### src/rtl/descriptor_slot_allocator_macros.svh
// Assertion macros shared by the descriptor slot allocator modules.
`ifndef DESCRIPTOR_SLOT_ALLOCATOR_MACROS_SVH
`define DESCRIPTOR_SLOT_ALLOCATOR_MACROS_SVH

// Antecedent implies the consequent in the same cycle.
`define DSA_ASSERT_IMP(lbl, clk_s, rst_n_s, ante, cons, msg) \
	lbl: assert property (@(posedge clk_s) disable iff (!rst_n_s) (ante) |-> (cons)) \
		else $error(msg);

// Antecedent implies the consequent in the following cycle.
`define DSA_ASSERT_NXT(lbl, clk_s, rst_n_s, ante, cons, msg) \
	lbl: assert property (@(posedge clk_s) disable iff (!rst_n_s) (ante) |=> (cons)) \
		else $error(msg);

`endif

### src/rtl/dsa_pkg.sv
// Types and constants shared by the descriptor slot allocator modules.
package dsa_pkg;

	// Field widths.
	localparam int CAP_W      = 12;
	localparam int CAP_MAX    = (1 << CAP_W) - 1;
	localparam int HSZ_W      = 12;
	localparam int SLOT_OUT_W = 11;
	localparam int ADDR_W     = 64;
	localparam int OFF_W      = CAP_W + HSZ_W;

	// The bitmap is kept in words of 64 slots.
	localparam int ROW_W  = 64;
	localparam int ROW_SH = 6;

	// Command queue between the front and the back, a power of two deep.
	localparam int QUEUE_DEPTH = 2;
	localparam int QPTR_W      = $clog2(QUEUE_DEPTH);

	// Operation codes of an input item.
	localparam logic [1:0] OP_ALLOC = 2'd0;
	localparam logic [1:0] OP_FREE  = 2'd1;
	localparam logic [1:0] OP_CLEAR = 2'd2;
	localparam logic [1:0] OP_QUERY = 2'd3;

	// Status codes of a result item.
	localparam logic [2:0] ST_OK     = 3'd0;
	localparam logic [2:0] ST_UNINIT = 3'd1;
	localparam logic [2:0] ST_FULL   = 3'd2;
	localparam logic [2:0] ST_BADIDX = 3'd3;
	localparam logic [2:0] ST_FREE   = 3'd4;

	// Command kinds handed from the front to the back.
	localparam logic [2:0] CMD_REPORT = 3'd0;
	localparam logic [2:0] CMD_ALLOC  = 3'd1;
	localparam logic [2:0] CMD_FREE   = 3'd2;
	localparam logic [2:0] CMD_CLEAR  = 3'd3;
	localparam logic [2:0] CMD_QUERY  = 3'd4;

	typedef struct packed {
		logic [1:0]       operation;
		logic [CAP_W-1:0] index;
	} req_t;

	typedef struct packed {
		logic [2:0]            status;
		logic [SLOT_OUT_W-1:0] slot;
		logic [ADDR_W-1:0]     cpu_handle;
		logic [ADDR_W-1:0]     gpu_handle;
		logic [CAP_W-1:0]      allocated_count;
		logic [CAP_W-1:0]      remaining;
	} rsp_t;

	typedef struct packed {
		logic [2:0]       kind;
		logic [2:0]       status;
		logic [CAP_W-1:0] index;
	} cmd_t;

	typedef struct packed {
		logic [CAP_W-1:0]  capacity;
		logic [HSZ_W-1:0]  handle_size;
		logic [ADDR_W-1:0] cpu_base;
		logic [ADDR_W-1:0] gpu_base;
	} cfg_t;

endpackage

### src/rtl/dsa_queue.sv
// Short command queue that decouples the classifying front from the executing back.
module dsa_queue (
	input  logic          clk,
	input  logic          arst_n,
	input  logic          push,
	input  dsa_pkg::cmd_t push_cmd,
	input  logic          pop,
	output dsa_pkg::cmd_t head,
	output logic          empty,
	output logic          full
);

	dsa_pkg::cmd_t                entries_q [dsa_pkg::QUEUE_DEPTH];
	logic [dsa_pkg::QPTR_W-1:0]   wr_ptr_q;
	logic [dsa_pkg::QPTR_W-1:0]   rd_ptr_q;
	logic [dsa_pkg::QPTR_W:0]     count_q;

	assign empty = (count_q == '0);
	assign full  = (count_q == (dsa_pkg::QPTR_W + 1)'(dsa_pkg::QUEUE_DEPTH));
	assign head  = entries_q[rd_ptr_q];

	// Entry storage; the payload needs no reset.
	always_ff @(posedge clk) begin
		if (push) begin
			entries_q[wr_ptr_q] <= push_cmd;
		end
	end

	// Pointers wrap naturally since the depth is a power of two.
	always_ff @(posedge clk or negedge arst_n) begin
		if (!arst_n) begin
			wr_ptr_q <= '0;
			rd_ptr_q <= '0;
			count_q  <= '0;
		end else begin
			if (push) begin
				wr_ptr_q <= wr_ptr_q + 1'b1;
			end
			if (pop) begin
				rd_ptr_q <= rd_ptr_q + 1'b1;
			end
			if (push && !pop) begin
				count_q <= count_q + 1'b1;
			end else if (pop && !push) begin
				count_q <= count_q - 1'b1;
			end
		end
	end

endmodule

### src/rtl/dsa_front.sv
// Front end: accepts request items and classifies them against the configuration.
module dsa_front (
	input  logic                      req_valid,
	output logic                      req_stall,
	input  dsa_pkg::req_t             req,
	input  logic [dsa_pkg::CAP_W-1:0] cap,
	input  logic                      q_full,
	output logic                      push,
	output dsa_pkg::cmd_t             push_cmd
);

	// An item is taken whenever the queue has room.
	assign req_stall = q_full;
	assign push      = req_valid && !q_full;

	// Errors that depend only on the configuration are settled here.
	always_comb begin
		push_cmd.index  = req.index;
		push_cmd.status = dsa_pkg::ST_OK;
		push_cmd.kind   = dsa_pkg::CMD_REPORT;
		priority if (req.operation != dsa_pkg::OP_QUERY && cap == '0) begin
			push_cmd.status = dsa_pkg::ST_UNINIT;
		end else begin
			unique case (req.operation)
				dsa_pkg::OP_ALLOC: begin
					push_cmd.kind = dsa_pkg::CMD_ALLOC;
				end
				dsa_pkg::OP_FREE: begin
					if (req.index >= cap) begin
						push_cmd.status = dsa_pkg::ST_BADIDX;
					end else begin
						push_cmd.kind = dsa_pkg::CMD_FREE;
					end
				end
				dsa_pkg::OP_CLEAR: begin
					push_cmd.kind = dsa_pkg::CMD_CLEAR;
				end
				dsa_pkg::OP_QUERY: begin
					if (req.index >= cap) begin
						push_cmd.status = dsa_pkg::ST_BADIDX;
					end else begin
						push_cmd.kind = dsa_pkg::CMD_QUERY;
					end
				end
			endcase
		end
	end

endmodule

### src/rtl/dsa_back.sv
// Back end: slot bitmap, next-fit search, handle arithmetic and the result register.
`include "descriptor_slot_allocator_macros.svh"

module dsa_back #(
	parameter int MAX_SLOTS = 2048
) (
	input  logic          clk,
	input  logic          arst_n,
	input  dsa_pkg::cfg_t cfg,
	input  logic          clear_map,
	input  logic          q_empty,
	input  dsa_pkg::cmd_t q_cmd,
	output logic          q_pop,
	output logic          rsp_valid,
	input  logic          rsp_stall,
	output dsa_pkg::rsp_t rsp
);

	localparam int EFF_MAX = (MAX_SLOTS < dsa_pkg::CAP_MAX) ? MAX_SLOTS : dsa_pkg::CAP_MAX;
	localparam int ROWS    = (EFF_MAX + dsa_pkg::ROW_W - 1) / dsa_pkg::ROW_W;
	localparam int ROW_AW  = (ROWS > 1) ? $clog2(ROWS) : 1;

	localparam logic [2:0] S_IDLE = 3'd0;
	localparam logic [2:0] S_SCAN = 3'd1;
	localparam logic [2:0] S_FCHK = 3'd2;
	localparam logic [2:0] S_MUL  = 3'd3;
	localparam logic [2:0] S_ADD  = 3'd4;
	localparam logic [2:0] S_DONE = 3'd5;

	logic [2:0]                    state_q;
	logic [dsa_pkg::CAP_W-1:0]     used_q;
	logic [dsa_pkg::CAP_W-1:0]     ptr_q;
	logic [dsa_pkg::CAP_W-1:0]     slot_q;
	logic [2:0]                    status_q;
	logic                          with_h_q;
	logic [ROW_AW-1:0]             scan_row_q;
	logic [ROW_AW-1:0]             start_row_q;
	logic [dsa_pkg::ROW_SH-1:0]    off_q;
	logic                          first_q;
	logic                          final_q;
	logic [dsa_pkg::OFF_W-1:0]     off_s1;
	logic [dsa_pkg::ADDR_W-1:0]    cpu_q;
	logic [dsa_pkg::ADDR_W-1:0]    gpu_q;
	logic                          rsp_valid_q;
	dsa_pkg::rsp_t                 rsp_q;

	// Bitmap words with one valid bit per word; an invalid word reads as all free.
	logic [dsa_pkg::ROW_W-1:0]     mem [ROWS];
	logic [ROWS-1:0]               rowvalid_q;
	logic [dsa_pkg::ROW_W-1:0]     rdata_q;
	logic                          rvalid_q;

	logic [dsa_pkg::CAP_W-1:0]     cap;
	logic [dsa_pkg::CAP_W-1:0]     cap_m1;
	logic [ROW_AW-1:0]             last_row;
	logic [dsa_pkg::CAP_W-1:0]     pos_start;
	logic [ROW_AW-1:0]             rd_addr;
	logic [ROW_AW-1:0]             wr_addr;
	logic [dsa_pkg::ROW_W-1:0]     wr_data;
	logic                          mem_we;
	logic [dsa_pkg::ROW_W-1:0]     row_data;
	logic [dsa_pkg::CAP_W-1:0]     row_base;
	logic [dsa_pkg::CAP_W-1:0]     cap_left;
	logic [dsa_pkg::ROW_W-1:0]     cap_mask;
	logic [dsa_pkg::ROW_W-1:0]     ge_off;
	logic [dsa_pkg::ROW_W-1:0]     pass_mask;
	logic [dsa_pkg::ROW_W-1:0]     cand;
	logic [dsa_pkg::ROW_W-1:0]     lowest;
	logic                          found;
	logic [dsa_pkg::ROW_SH-1:0]    bit_idx;
	logic [dsa_pkg::CAP_W-1:0]     found_slot;
	logic [dsa_pkg::CAP_W-1:0]     found_next;
	logic [ROW_AW-1:0]             next_row;
	logic                          fbit;

	assign cap       = cfg.capacity;
	assign cap_m1    = cap - 1'b1;
	assign last_row  = cap_m1[dsa_pkg::ROW_SH +: ROW_AW];
	assign pos_start = (ptr_q < cap) ? ptr_q : '0;
	assign row_data  = rvalid_q ? rdata_q : '0;
	assign q_pop     = (state_q == S_IDLE) && !q_empty && !clear_map;

	// The search begins at the pointer word, or the freed slot's word for a free.
	always_comb begin
		rd_addr = '0;
		if (state_q == S_IDLE) begin
			if (q_cmd.kind == dsa_pkg::CMD_FREE) begin
				rd_addr = q_cmd.index[dsa_pkg::ROW_SH +: ROW_AW];
			end else begin
				rd_addr = pos_start[dsa_pkg::ROW_SH +: ROW_AW];
			end
		end else if (state_q == S_SCAN) begin
			rd_addr = next_row;
		end
	end

	// Candidate free slots of the current word: below capacity, and on the
	// first and last visits of the start word only on the proper side of the pointer.
	always_comb begin
		row_base  = dsa_pkg::CAP_W'(scan_row_q) << dsa_pkg::ROW_SH;
		cap_left  = cap - row_base;
		cap_mask  = (cap_left >= dsa_pkg::CAP_W'(dsa_pkg::ROW_W)) ? '1 :
			~({dsa_pkg::ROW_W{1'b1}} << cap_left[dsa_pkg::ROW_SH-1:0]);
		ge_off    = {dsa_pkg::ROW_W{1'b1}} << off_q;
		pass_mask = final_q ? ~ge_off : (first_q ? ge_off : '1);
		cand      = ~row_data & cap_mask & pass_mask;
		lowest    = cand & (~cand + 1'b1);
		found     = |cand;
	end

	// Encode the isolated lowest free bit.
	always_comb begin
		bit_idx = '0;
		for (int b = 0; b < dsa_pkg::ROW_W; b++) begin
			bit_idx = bit_idx | (lowest[b] ? dsa_pkg::ROW_SH'(b) : '0);
		end
	end

	assign found_slot = row_base | dsa_pkg::CAP_W'(bit_idx);
	assign found_next = found_slot + 1'b1;
	assign next_row   = (scan_row_q == last_row) ? '0 : scan_row_q + 1'b1;
	assign fbit       = row_data[slot_q[dsa_pkg::ROW_SH-1:0]];

	// Word write-back for a grant or a release.
	always_comb begin
		mem_we  = 1'b0;
		wr_addr = scan_row_q;
		wr_data = row_data | lowest;
		if (state_q == S_SCAN) begin
			mem_we = found;
		end else if (state_q == S_FCHK) begin
			mem_we  = fbit;
			wr_addr = slot_q[dsa_pkg::ROW_SH +: ROW_AW];
			wr_data = row_data & ~(dsa_pkg::ROW_W'(1) << slot_q[dsa_pkg::ROW_SH-1:0]);
		end
	end

	// Bitmap memory with a registered read.
	always_ff @(posedge clk) begin
		if (mem_we) begin
			mem[wr_addr] <= wr_data;
		end
		rdata_q  <= mem[rd_addr];
		rvalid_q <= rowvalid_q[rd_addr];
	end

	// Sequencer for one command at a time.
	always_ff @(posedge clk or negedge arst_n) begin
		if (!arst_n) begin
			state_q     <= S_IDLE;
			used_q      <= '0;
			ptr_q       <= '0;
			rowvalid_q  <= '0;
			rsp_valid_q <= 1'b0;
			slot_q      <= '0;
			status_q    <= dsa_pkg::ST_OK;
			with_h_q    <= 1'b0;
			scan_row_q  <= '0;
			start_row_q <= '0;
			off_q       <= '0;
			first_q     <= 1'b0;
			final_q     <= 1'b0;
			off_s1      <= '0;
			cpu_q       <= '0;
			gpu_q       <= '0;
			rsp_q       <= '0;
		end else if (clear_map) begin
			// A capacity write empties the map.
			rowvalid_q <= '0;
			used_q     <= '0;
			ptr_q      <= '0;
			if (!rsp_stall) begin
				rsp_valid_q <= 1'b0;
			end
		end else begin
			// The result register fills from a finished command and empties when taken.
			if (state_q == S_DONE && (!rsp_valid_q || !rsp_stall)) begin
				rsp_valid_q <= 1'b1;
			end else if (!rsp_stall) begin
				rsp_valid_q <= 1'b0;
			end
			unique case (state_q)
				S_IDLE: begin
					if (!q_empty) begin
						slot_q <= q_cmd.index;
						unique case (q_cmd.kind)
							dsa_pkg::CMD_ALLOC: begin
								with_h_q <= 1'b0;
								if (used_q >= cap) begin
									status_q <= dsa_pkg::ST_FULL;
									state_q  <= S_DONE;
								end else begin
									status_q    <= dsa_pkg::ST_OK;
									scan_row_q  <= pos_start[dsa_pkg::ROW_SH +: ROW_AW];
									start_row_q <= pos_start[dsa_pkg::ROW_SH +: ROW_AW];
									off_q       <= pos_start[dsa_pkg::ROW_SH-1:0];
									first_q     <= 1'b1;
									final_q     <= 1'b0;
									state_q     <= S_SCAN;
								end
							end
							dsa_pkg::CMD_FREE: begin
								status_q <= dsa_pkg::ST_OK;
								with_h_q <= 1'b0;
								state_q  <= S_FCHK;
							end
							dsa_pkg::CMD_CLEAR: begin
								status_q   <= dsa_pkg::ST_OK;
								with_h_q   <= 1'b0;
								rowvalid_q <= '0;
								used_q     <= '0;
								ptr_q      <= '0;
								state_q    <= S_DONE;
							end
							dsa_pkg::CMD_QUERY: begin
								status_q <= dsa_pkg::ST_OK;
								with_h_q <= 1'b1;
								state_q  <= S_MUL;
							end
							default: begin
								status_q <= q_cmd.status;
								with_h_q <= 1'b0;
								state_q  <= S_DONE;
							end
						endcase
					end
				end
				S_SCAN: begin
					if (found) begin
						rowvalid_q[scan_row_q] <= 1'b1;
						used_q   <= used_q + 1'b1;
						ptr_q    <= (found_next < cap) ? found_next : '0;
						slot_q   <= found_slot;
						with_h_q <= 1'b1;
						state_q  <= S_MUL;
					end else if (final_q) begin
						status_q <= dsa_pkg::ST_FULL;
						state_q  <= S_DONE;
					end else begin
						scan_row_q <= next_row;
						first_q    <= 1'b0;
						final_q    <= (next_row == start_row_q);
					end
				end
				S_FCHK: begin
					if (fbit) begin
						rowvalid_q[wr_addr] <= 1'b1;
						used_q   <= (used_q != '0) ? used_q - 1'b1 : '0;
						if (slot_q < ptr_q) begin
							ptr_q <= slot_q;
						end
						with_h_q <= 1'b1;
						state_q  <= S_MUL;
					end else begin
						status_q <= dsa_pkg::ST_FREE;
						state_q  <= S_DONE;
					end
				end
				S_MUL: begin
					off_s1  <= dsa_pkg::OFF_W'(slot_q) * dsa_pkg::OFF_W'(cfg.handle_size);
					state_q <= S_ADD;
				end
				S_ADD: begin
					cpu_q   <= cfg.cpu_base + dsa_pkg::ADDR_W'(off_s1);
					gpu_q   <= cfg.gpu_base + dsa_pkg::ADDR_W'(off_s1);
					state_q <= S_DONE;
				end
				S_DONE: begin
					if (!rsp_valid_q || !rsp_stall) begin
						rsp_q.status          <= status_q;
						rsp_q.slot            <= with_h_q ? slot_q[dsa_pkg::SLOT_OUT_W-1:0] : '0;
						rsp_q.cpu_handle      <= with_h_q ? cpu_q : '0;
						rsp_q.gpu_handle      <= with_h_q ? gpu_q : '0;
						rsp_q.allocated_count <= used_q;
						rsp_q.remaining       <= (cap > used_q) ? cap - used_q : '0;
						state_q               <= S_IDLE;
					end
				end
				default: begin
					state_q <= S_IDLE;
				end
			endcase
		end
	end

	assign rsp_valid = rsp_valid_q;
	assign rsp       = rsp_q;

	// A finished command is always handed to a free result register.
	`DSA_ASSERT_NXT(a_done_handoff, clk, arst_n,
		state_q == S_DONE && (!rsp_valid_q || !rsp_stall) && !clear_map,
		rsp_valid_q && state_q == S_IDLE, "result not presented after completion")
	// A written bitmap word is marked valid.
	`DSA_ASSERT_NXT(a_row_valid, clk, arst_n, mem_we && !clear_map,
		rowvalid_q[$past(wr_addr)], "written bitmap word not marked valid")
	// Taking a command always leaves the idle state.
	`DSA_ASSERT_NXT(a_pop_busy, clk, arst_n, q_pop, state_q != S_IDLE,
		"command taken but sequencer stayed idle")

endmodule

### src/rtl/descriptor_slot_allocator.sv
// Top level of the descriptor slot allocator: configuration port, front, queue and back.
//
// Next-fit bitmap allocator over up to MAX_SLOTS descriptor slots (and never more
// than 4095, the reach of the capacity register). Items enter a two-entry command
// queue and are carried out one at a time. Errors and reset-all go straight to the
// result register, a handle query only forms the handles, a free first checks the
// slot's bit, and an allocate first scans from 1 to ceil(capacity/64) + 1 of the
// 64-slot bitmap words, reading one word per cycle through the single read port of
// the bitmap memory. Handles are one 12x12 multiply and one 64-bit add, registered
// in turn. Reset and a capacity write empty the map at once via per-word valid bits.
module descriptor_slot_allocator #(
	parameter int MAX_SLOTS = 2048
) (
	input  logic          clk,
	input  logic          arst_n,
	input  logic          req_valid,
	output logic          req_stall,
	input  dsa_pkg::req_t req,
	output logic          rsp_valid,
	input  logic          rsp_stall,
	output dsa_pkg::rsp_t rsp,
	input  logic          psel,
	input  logic          penable,
	input  logic          pwrite,
	input  logic [4:0]    paddr,
	input  logic [63:0]   pwdata,
	output logic [63:0]   prdata,
	output logic          pready
);

	localparam int EFF_MAX = (MAX_SLOTS < dsa_pkg::CAP_MAX) ? MAX_SLOTS : dsa_pkg::CAP_MAX;

	localparam logic [1:0] REG_CAPACITY = 2'd0;
	localparam logic [1:0] REG_HSIZE    = 2'd1;
	localparam logic [1:0] REG_CPU_BASE = 2'd2;
	localparam logic [1:0] REG_GPU_BASE = 2'd3;

	logic [dsa_pkg::CAP_W-1:0]  capacity_q;
	logic [dsa_pkg::HSZ_W-1:0]  handle_size_q;
	logic [dsa_pkg::ADDR_W-1:0] cpu_base_q;
	logic [dsa_pkg::ADDR_W-1:0] gpu_base_q;
	logic [1:0]                 reg_idx;
	logic                       wr_en;
	logic                       clear_map;
	dsa_pkg::cfg_t              cfg;
	logic                       q_full;
	logic                       q_empty;
	logic                       push;
	logic                       pop;
	dsa_pkg::cmd_t              push_cmd;
	dsa_pkg::cmd_t              head;

	// Register file, 64-bit registers at 8-byte strides.
	assign pready    = 1'b1;
	assign reg_idx   = paddr[4:3];
	assign wr_en     = psel && penable && pwrite;
	assign clear_map = wr_en && (reg_idx == REG_CAPACITY);

	always_ff @(posedge clk or negedge arst_n) begin
		if (!arst_n) begin
			capacity_q    <= '0;
			handle_size_q <= '0;
			cpu_base_q    <= '0;
			gpu_base_q    <= '0;
		end else if (wr_en) begin
			unique case (reg_idx)
				REG_CAPACITY: capacity_q    <= pwdata[dsa_pkg::CAP_W-1:0];
				REG_HSIZE:    handle_size_q <= pwdata[dsa_pkg::HSZ_W-1:0];
				REG_CPU_BASE: cpu_base_q    <= pwdata;
				REG_GPU_BASE: gpu_base_q    <= pwdata;
			endcase
		end
	end

	// Read-back of the register values.
	always_comb begin
		unique case (reg_idx)
			REG_CAPACITY: prdata = 64'(capacity_q);
			REG_HSIZE:    prdata = 64'(handle_size_q);
			REG_CPU_BASE: prdata = cpu_base_q;
			REG_GPU_BASE: prdata = gpu_base_q;
		endcase
	end

	// The capacity in force saturates at the size of the map.
	always_comb begin
		cfg.capacity    = (capacity_q > dsa_pkg::CAP_W'(EFF_MAX)) ?
			dsa_pkg::CAP_W'(EFF_MAX) : capacity_q;
		cfg.handle_size = handle_size_q;
		cfg.cpu_base    = cpu_base_q;
		cfg.gpu_base    = gpu_base_q;
	end

	dsa_front u_front (
		.req_valid (req_valid),
		.req_stall (req_stall),
		.req       (req),
		.cap       (cfg.capacity),
		.q_full    (q_full),
		.push      (push),
		.push_cmd  (push_cmd)
	);

	dsa_queue u_queue (
		.clk      (clk),
		.arst_n   (arst_n),
		.push     (push),
		.push_cmd (push_cmd),
		.pop      (pop),
		.head     (head),
		.empty    (q_empty),
		.full     (q_full)
	);

	dsa_back #(
		.MAX_SLOTS (MAX_SLOTS)
	) u_back (
		.clk       (clk),
		.arst_n    (arst_n),
		.cfg       (cfg),
		.clear_map (clear_map),
		.q_empty   (q_empty),
		.q_cmd     (head),
		.q_pop     (pop),
		.rsp_valid (rsp_valid),
		.rsp_stall (rsp_stall),
		.rsp       (rsp)
	);

endmodule
### config.mk
export PLATFORM = sky130hd
export DESIGN_NAME = descriptor_slot_allocator
export DESIGN_NICKNAME = d
export VERILOG_FILES = /design/src/rtl/dsa_pkg.sv /design/src/rtl/dsa_queue.sv /design/src/rtl/dsa_front.sv /design/src/rtl/dsa_back.sv /design/src/rtl/descriptor_slot_allocator.sv
export VERILOG_INCLUDE_DIRS = /design/src /design/src/rtl
export SDC_FILE = /design/constraint.sdc
export NUM_CORES = 2
export LEC_CHECK = 0
export BUFFER_PORTS_ARGS = -buffer_cell sky130_fd_sc_hd__clkbuf_2
export CAP_MARGIN = 20
export CORE_ASPECT_RATIO = 0.7
export CORE_MARGIN = 4
export CORE_UTILIZATION = 35
export CTS_CLUSTER_SIZE = 12
export DETAILED_ROUTE_END_ITERATION = 16
export PLACE_DENSITY_LB_ADDON = 0.05
export SLEW_MARGIN = 10
export SYNTH_ARGS = -nofsm -noshare
export SYNTH_HDL_FRONTEND = slang
export SYNTH_SLANG_ARGS = --single-unit
export TNS_END_PERCENT = 20
### constraint.sdc
create_clock -name clk -period 19.7 [get_ports clk]
set_input_delay 4.925 -clock clk [delete_from_list [all_inputs] [get_ports clk]]
set_output_delay 4.925 -clock clk [all_outputs]
set_load 0.02 [all_outputs]
**Yosys cells after proc, flatten, opt, wreduce, memory -nomap -nowiden**

Memory sizes are Yosys's and may differ from the RTL's. A register that Yosys moved wholly into a read port is not among the register bits.
Index checks and enable logic that the tools add are counted.

- Output and inout bits: 233
- Bits in latches: 0
- Memories kept: 2
- ROM bits: 0
- Bits of input ports: 90
- Register bits after elaboration: 569
- Logic and storage cells: 394
- Bits in writable memories: 2084

- Multipliers: 1
- Add/subtract/negate cells: 14
- Bitwise logic cells: 78
- Divide/modulo/power cells: 0
- Eq/ne operators: 35
- Reductions and logical operators: 49
- Magnitude comparators: 14
- Mux-type cells: 168
- Shifts and indexed selects: 3

Memory list:

| memory | depth | width | read ports | clocked after memory_dff | write ports | RTL line | RTL |
|---|---|---|---|---|---|---|---|
| u_back.mem | 32 | 64 | 1 | 1 | 1 | dsa_back.sv:48 | `logic [dsa_pkg::ROW_W-1:0] mem [ROWS];` |
| u_queue.entries_q | 2 | 18 | 1 | 0 | 1 | dsa_queue.sv:13 | `dsa_pkg::cmd_t entries_q [dsa_pkg::QUEUE_DEPTH];` |

Operators by type and width:

| cell | count |
|---|---|
| 64-bit 2-to-1 mux | 8 |
| 6-bit OR | 62 |
| 64-bit inverter | 5 |
| 64-bit AND | 4 |
| 64-bit one-hot mux with 4 select lines | 1 |
| 6-bit 2-to-1 mux | 32 |
| 12-bit 2-to-1 mux | 15 |
| 32-bit 2-to-1 mux | 5 |
| 5-bit 2-to-1 mux | 27 |
| 64-bit by 24-bit adder with 64-bit output | 2 |
| 64-bit by 6-bit << shifter with 64-bit output, first input constant | 2 |
| 32-bit one-hot mux with 3 select lines | 1 |
| 12-bit one-hot mux with 3 select lines | 2 |
| 64-bit by 1-bit adder with 64-bit output, second input constant | 1 |
| 32-bit OR | 2 |
| 64-bit OR | 1 |
| 64-bit OR reduction | 1 |
| 1-bit by 6-bit << shifter with 64-bit output, first input constant | 1 |
| 3-bit 2-to-1 mux | 18 |
| 12-bit < comparator | 3 |
| 4-bit 2-to-1 mux | 8 |
| 1-bit 2-to-1 mux | 28 |
| 12-bit by 1-bit adder with 12-bit output, second input constant | 2 |
| 12-bit >= comparator | 2 |
| 58 further kinds | 129 |

**Longest topological paths before layout**

- Depth after elaboration: 81
- Gate-level depth with buffers: 36
- Depth with buffers taken out: 32

**Modules after synthesis**

From an unflattened synthesis, not the netlist that was laid out.

- Cell total of the unflattened synthesis: 10204
- Area total of the unflattened synthesis: 122920.4 µm²

By module, submodules not included:

| module | sequential area each (µm²) | instances | area an instance (µm²) | cells each |
|---|---|---|---|---|
| dsa_back | 73110.1 | 1 | 113933.0 | 9592 |
| descriptor_slot_allocator | 3803.6 | 1 | 6957.9 | 471 |
| dsa_queue | 1181.1 | 1 | 1535.2 | 72 |
| dsa_front | 0.0 | 1 | 494.2 | 69 |

**Worst setup path before layout**

Ideal clock, no wire load.

- Path kind: input to output
- From: in paddr[4]
- To: out prdata[10]
- Cell stages on the path: 3
- Arrival: 6.398 ns
- Path slack: 8.377 ns
- Required time: 14.775 ns
- Buffers on the path: 2
- Cell sequence: buf_1 clkbuf_1 mux4_2

- Cells in the longest elaborated chain, start to end: 2
- Elaborated cells on any way between the ends: 5
- Those cells by class: eq/ne (3); mux (1); reduce/logical (1)

RTL lines:

| element | RTL line | RTL |
|---|---|---|
| from (decl) | descriptor_slot_allocator.sv:25 | `input logic [4:0] paddr,` |
| 2-bit equality test (tied with other cells) | descriptor_slot_allocator.sv:77 | `unique case (reg_idx)` |
| 64-bit one-hot mux with 4 select lines (*) | descriptor_slot_allocator.sv:77 |  |
| to (decl) | descriptor_slot_allocator.sv:27 | `output logic [63:0] prdata,` |

Mark *: on every way between the ends. The rest lies on a longest branch, timed or not.

**Final worst setup path**

- From: in paddr[3]
- To: out prdata[62]

The elaborated chain is that of the path after synthesis.

==> flow_summary_export.csv <==
group,metric,value,unit
run_status,status,"finished, final reports clean",
clock_tree,clkLatencyLatePin,0.91,ns
route,maxUsedRoutingLayer,"met5",
route,wl_met1,237500,um
route,vias,90211,
sta,relSlewSlack,0.2104,
die,core,352300,sq um
critical_path,worstSetupPathType,"in -> out",
critical_path,endpoint_kind,"output pin",
place,gp_congestion,0.9656,
yosys,synth_cells,10817,
critical_path,r2r_cells,32,
critical_path,r2r_end,"u_back.ptr_q[3]",
final_layout,area_delta_synth_final,13.83,%
yosys,synth-compound-area-share,0.09735,
yosys,synth-main-ff-cell,"edfxtp_1",
route,routed_wl,486800,um
critical_path,required,14.78,ns
final_layout,drive_gt1_frac,0.1250,
die,rows,182,
yosys,synth-edff-count,2082,
critical_path,crit_path_start_kind,"input pin",
yosys,netlist_area,124200,sq um
yosys,synthAdderAreaFrac,0.03501,
yosys,yosys_warnings,0,
critical_path,crit_path_end,"prdata[62]",
yosys,synth_top_family_by_area,"simple AND/OR/NAND/NOR gates",
route,viasPerCell,5.657,
sta,fin_crit_sh,0.6080,
sta,rsz0062_at_grt,"no",
power_and_ir_drop,ir_drop,0.1436,mV
clock_tree,htree_levels,5,
power_and_ir_drop,p_leak,52.51,nW
power_and_ir_drop,p_per_area,183.1,nW/um^2
sta,finalSetupTns,0,ns
sta,period_needed,11.98,ns
critical_path,r2r_setup_slack,9.92,ns
critical_path,startpoint,"paddr[3]",
sta,skew,0.08188,ns
clock_tree,cts_tree,"yes",
place,port_buffers,318,
sta,drv_slew,0,
grt,grt_start_max_net_pins,154,
yosys,yosys.area_share.simple,0.1645,
route,drtPass1Iterations,7,
final_layout,final_cell_mix,"nand2_1, edfxtp_1, nand3_1",
sta,hold_violations,0,
critical_path,r2r_start,"capacity_q[11]",
worst_hold_path,hold_class,"reg -> reg",
yosys,ys_seq_area_frac,0.6284,
die,pin_count,323,
sta,worst_slew_pin_slew,1.184,ns
clock_tree,cts_sinks,2715,
route,wire_per_inst,30.53,um
grt,grt_pass1_wl,680300,um
route,dr_wl_met2,203500,um
critical_path,arrival,7.05,ns
yosys,synth_seq_cells,2715,
grt,antenna_found_initial,37,
yosys,postSynthAreaPerCell,11.48,sq um
route,drt_iter0_drc,10125,
yosys,synth_xor_area_frac,0.01270,
yosys,yosysUniqueCellTypes,110,
route,detail-route-antenna-nets,0,
die,die-area,364500,sq um
clock_tree,cts.repair.resized,0,
clock_tree,postCtsSetupBuffers,0,
clock_tree,clk_path_buf_depth,4,
flow_run,drv_cap,0,
final_layout,final_core_util,0.4012,
sta,fmax,0.08349,GHz
final_layout,fin_nets,11397,
yosys,synth_nets,11192,
die,die_x,719.9,um
critical_path,crit_fanout,40,
sta,finalSetupViolCount,0,
place,dp_hpwl,296400,um
yosys,synthArstFlopShare,0.2092,
die,die_h,506.3,um
clock_tree,clkSlewWorstSetupHoldPaths,0.06,ns
clock_tree,clock-root-buffer,"clkbuf_16",
grt,grt_overflow_total,0,
clock_tree,postCtsHoldBufs,0,
grt,grt_usage,0.2599,
grt,grt_pass1_vias,85355,
die,start_util,0.3525,
route,drc,0,
final_layout,final_common_cell,"nand2_1",
clock_tree,cts_buffers,297,
yosys,muxShareOfSynthArea,0.03141,
route,wl_met3,34360,um
cell usage after synthesis, types with 32 or more instances:
cell type | number | area share
nand4_1 | 45 | 0.0023
clkbuf_1 | 479 | 0.014
nor2_1 | 316 | 0.0096
and3_1 | 112 | 0.0056
a21o_1 | 65 | 0.0039
buf_1 | 106 | 0.0032
and2_1 | 165 | 0.0083
xor2_1 | 82 | 0.0058
nand2_1 | 2598 | 0.079
a21oi_1 | 278 | 0.011
buf_2 | 114 | 0.0046
o21ai_0 | 486 | 0.020
nor3_1 | 115 | 0.0046
nand3_1 | 900 | 0.036
dfrtp_1 | 568 | 0.11
dfxtp_1 | 65 | 0.010
inv_1 | 215 | 0.0065
a31oi_1 | 140 | 0.0071
mux4_2 | 43 | 0.0078
o22ai_1 | 76 | 0.0038
mux2i_1 | 105 | 0.0085
o31ai_1 | 35 | 0.0021
a32o_1 | 75 | 0.0060
fa_1 | 104 | 0.017
mux2_2 | 166 | 0.015
a211oi_1 | 155 | 0.0094
a311oi_1 | 184 | 0.013
nor2b_1 | 113 | 0.0057
ha_1 | 181 | 0.018
edfxtp_1 | 2082 | 0.50
nand2b_1 | 32 | 0.0016
xnor2_1 | 98 | 0.0069
sequential cells by signal, indices dropped and copies added (netlist names), 6 cells and up:
name               flops
capacity_q            12
cpu_base_q            64
gpu_base_q            64
handle_size_q         12
u_back.cpu_q          64
u_back.gpu_q          64
u_back.mem          2048
u_back.off_q           6
u_back.off_s1         24
u_back.ptr_q          12
u_back.rdata_q        64
u_back.rowvalid_q     32
u_back.rsp           166
u_back.slot_q         12
u_back.used_q         12
u_queue.entries_q     34
where the power goes:
| part | internal [mW] | switching, mW | total, mW |
|---|---|---|---|
| combinational | 3.70 | 8.64 | 12.3 |
| clock | 3.05 | 2.34 | 5.39 |
| sequential | 7.38 | 0.756 | 8.14 |
| total | 14.1 | 11.7 | 25.9 |
per-stage QoR:
stage	total power [mW]	instance area (sq um)	instances	hold WS, ns	worst slack [ns]
floorplan	15.62	124200	10817	0.4393	8.377
global placement	20.37	131900	15398	0.4606	7.770
detailed placement	20.48	132000	15406	0.4703	7.754
CTS	25.94	141100	15922	0.4840	7.751
global route	27.42	141300	15936	0.4956	7.665
finish	25.87	141300	15946	0.4748	7.723
worst max-delay path: stages:
cell and delay (ns):
buf_4 0.50, buf_4 0.71, mux2i_1 0.20, nor2b_1 0.35
clkbuf_2 0.24
cell type report:
cell class | count | area (sq um)
diodes | 15 | 37.54
clock buffers | 439 | 8330
clock inverters | 77 | 760.7
fillers | 33712 | 210900
inverters | 222 | 833.3
multi-input cells | 7159 | 43230
flip-flops and latches | 2715 | 78050
well taps | 4692 | 5871
repair buffers | 627 | 4232
cell families after synthesis:
kind of cell / Yosys count
buffers and inverters: 943
xor gates and xnor gates: 180
DFF: 2715
other: 1
muxes: 315
AOI/OAI and AO/OA: 1798
adders and majority gates: 285
and+or+nand+nor: 4580
worst min-delay path by stage:
stage	start	endpoint	cells past startpoint
after floorplan	u_back.status_q[0]	u_back.status_q[0]	2
after global placement	u_back.rsp[60]	u_back.rsp[60]	2
after detailed placement	u_back.gpu_q[35]	u_back.gpu_q[35]	2
after CTS	u_back.rsp[58]	u_back.rsp[58]	2
after global routing	u_back.gpu_q[35]	u_back.gpu_q[35]	2
final	u_back.rsp[58]	u_back.rsp[58]	2
metal layers:
layer	up-vias	global-route usage
li1	39763	-
met1	46553	0.4062
met2	3287	0.3725
met3	604	0.04466
met4	4	0.05875
met5	-	0
(Power assumes the default switching activity.)
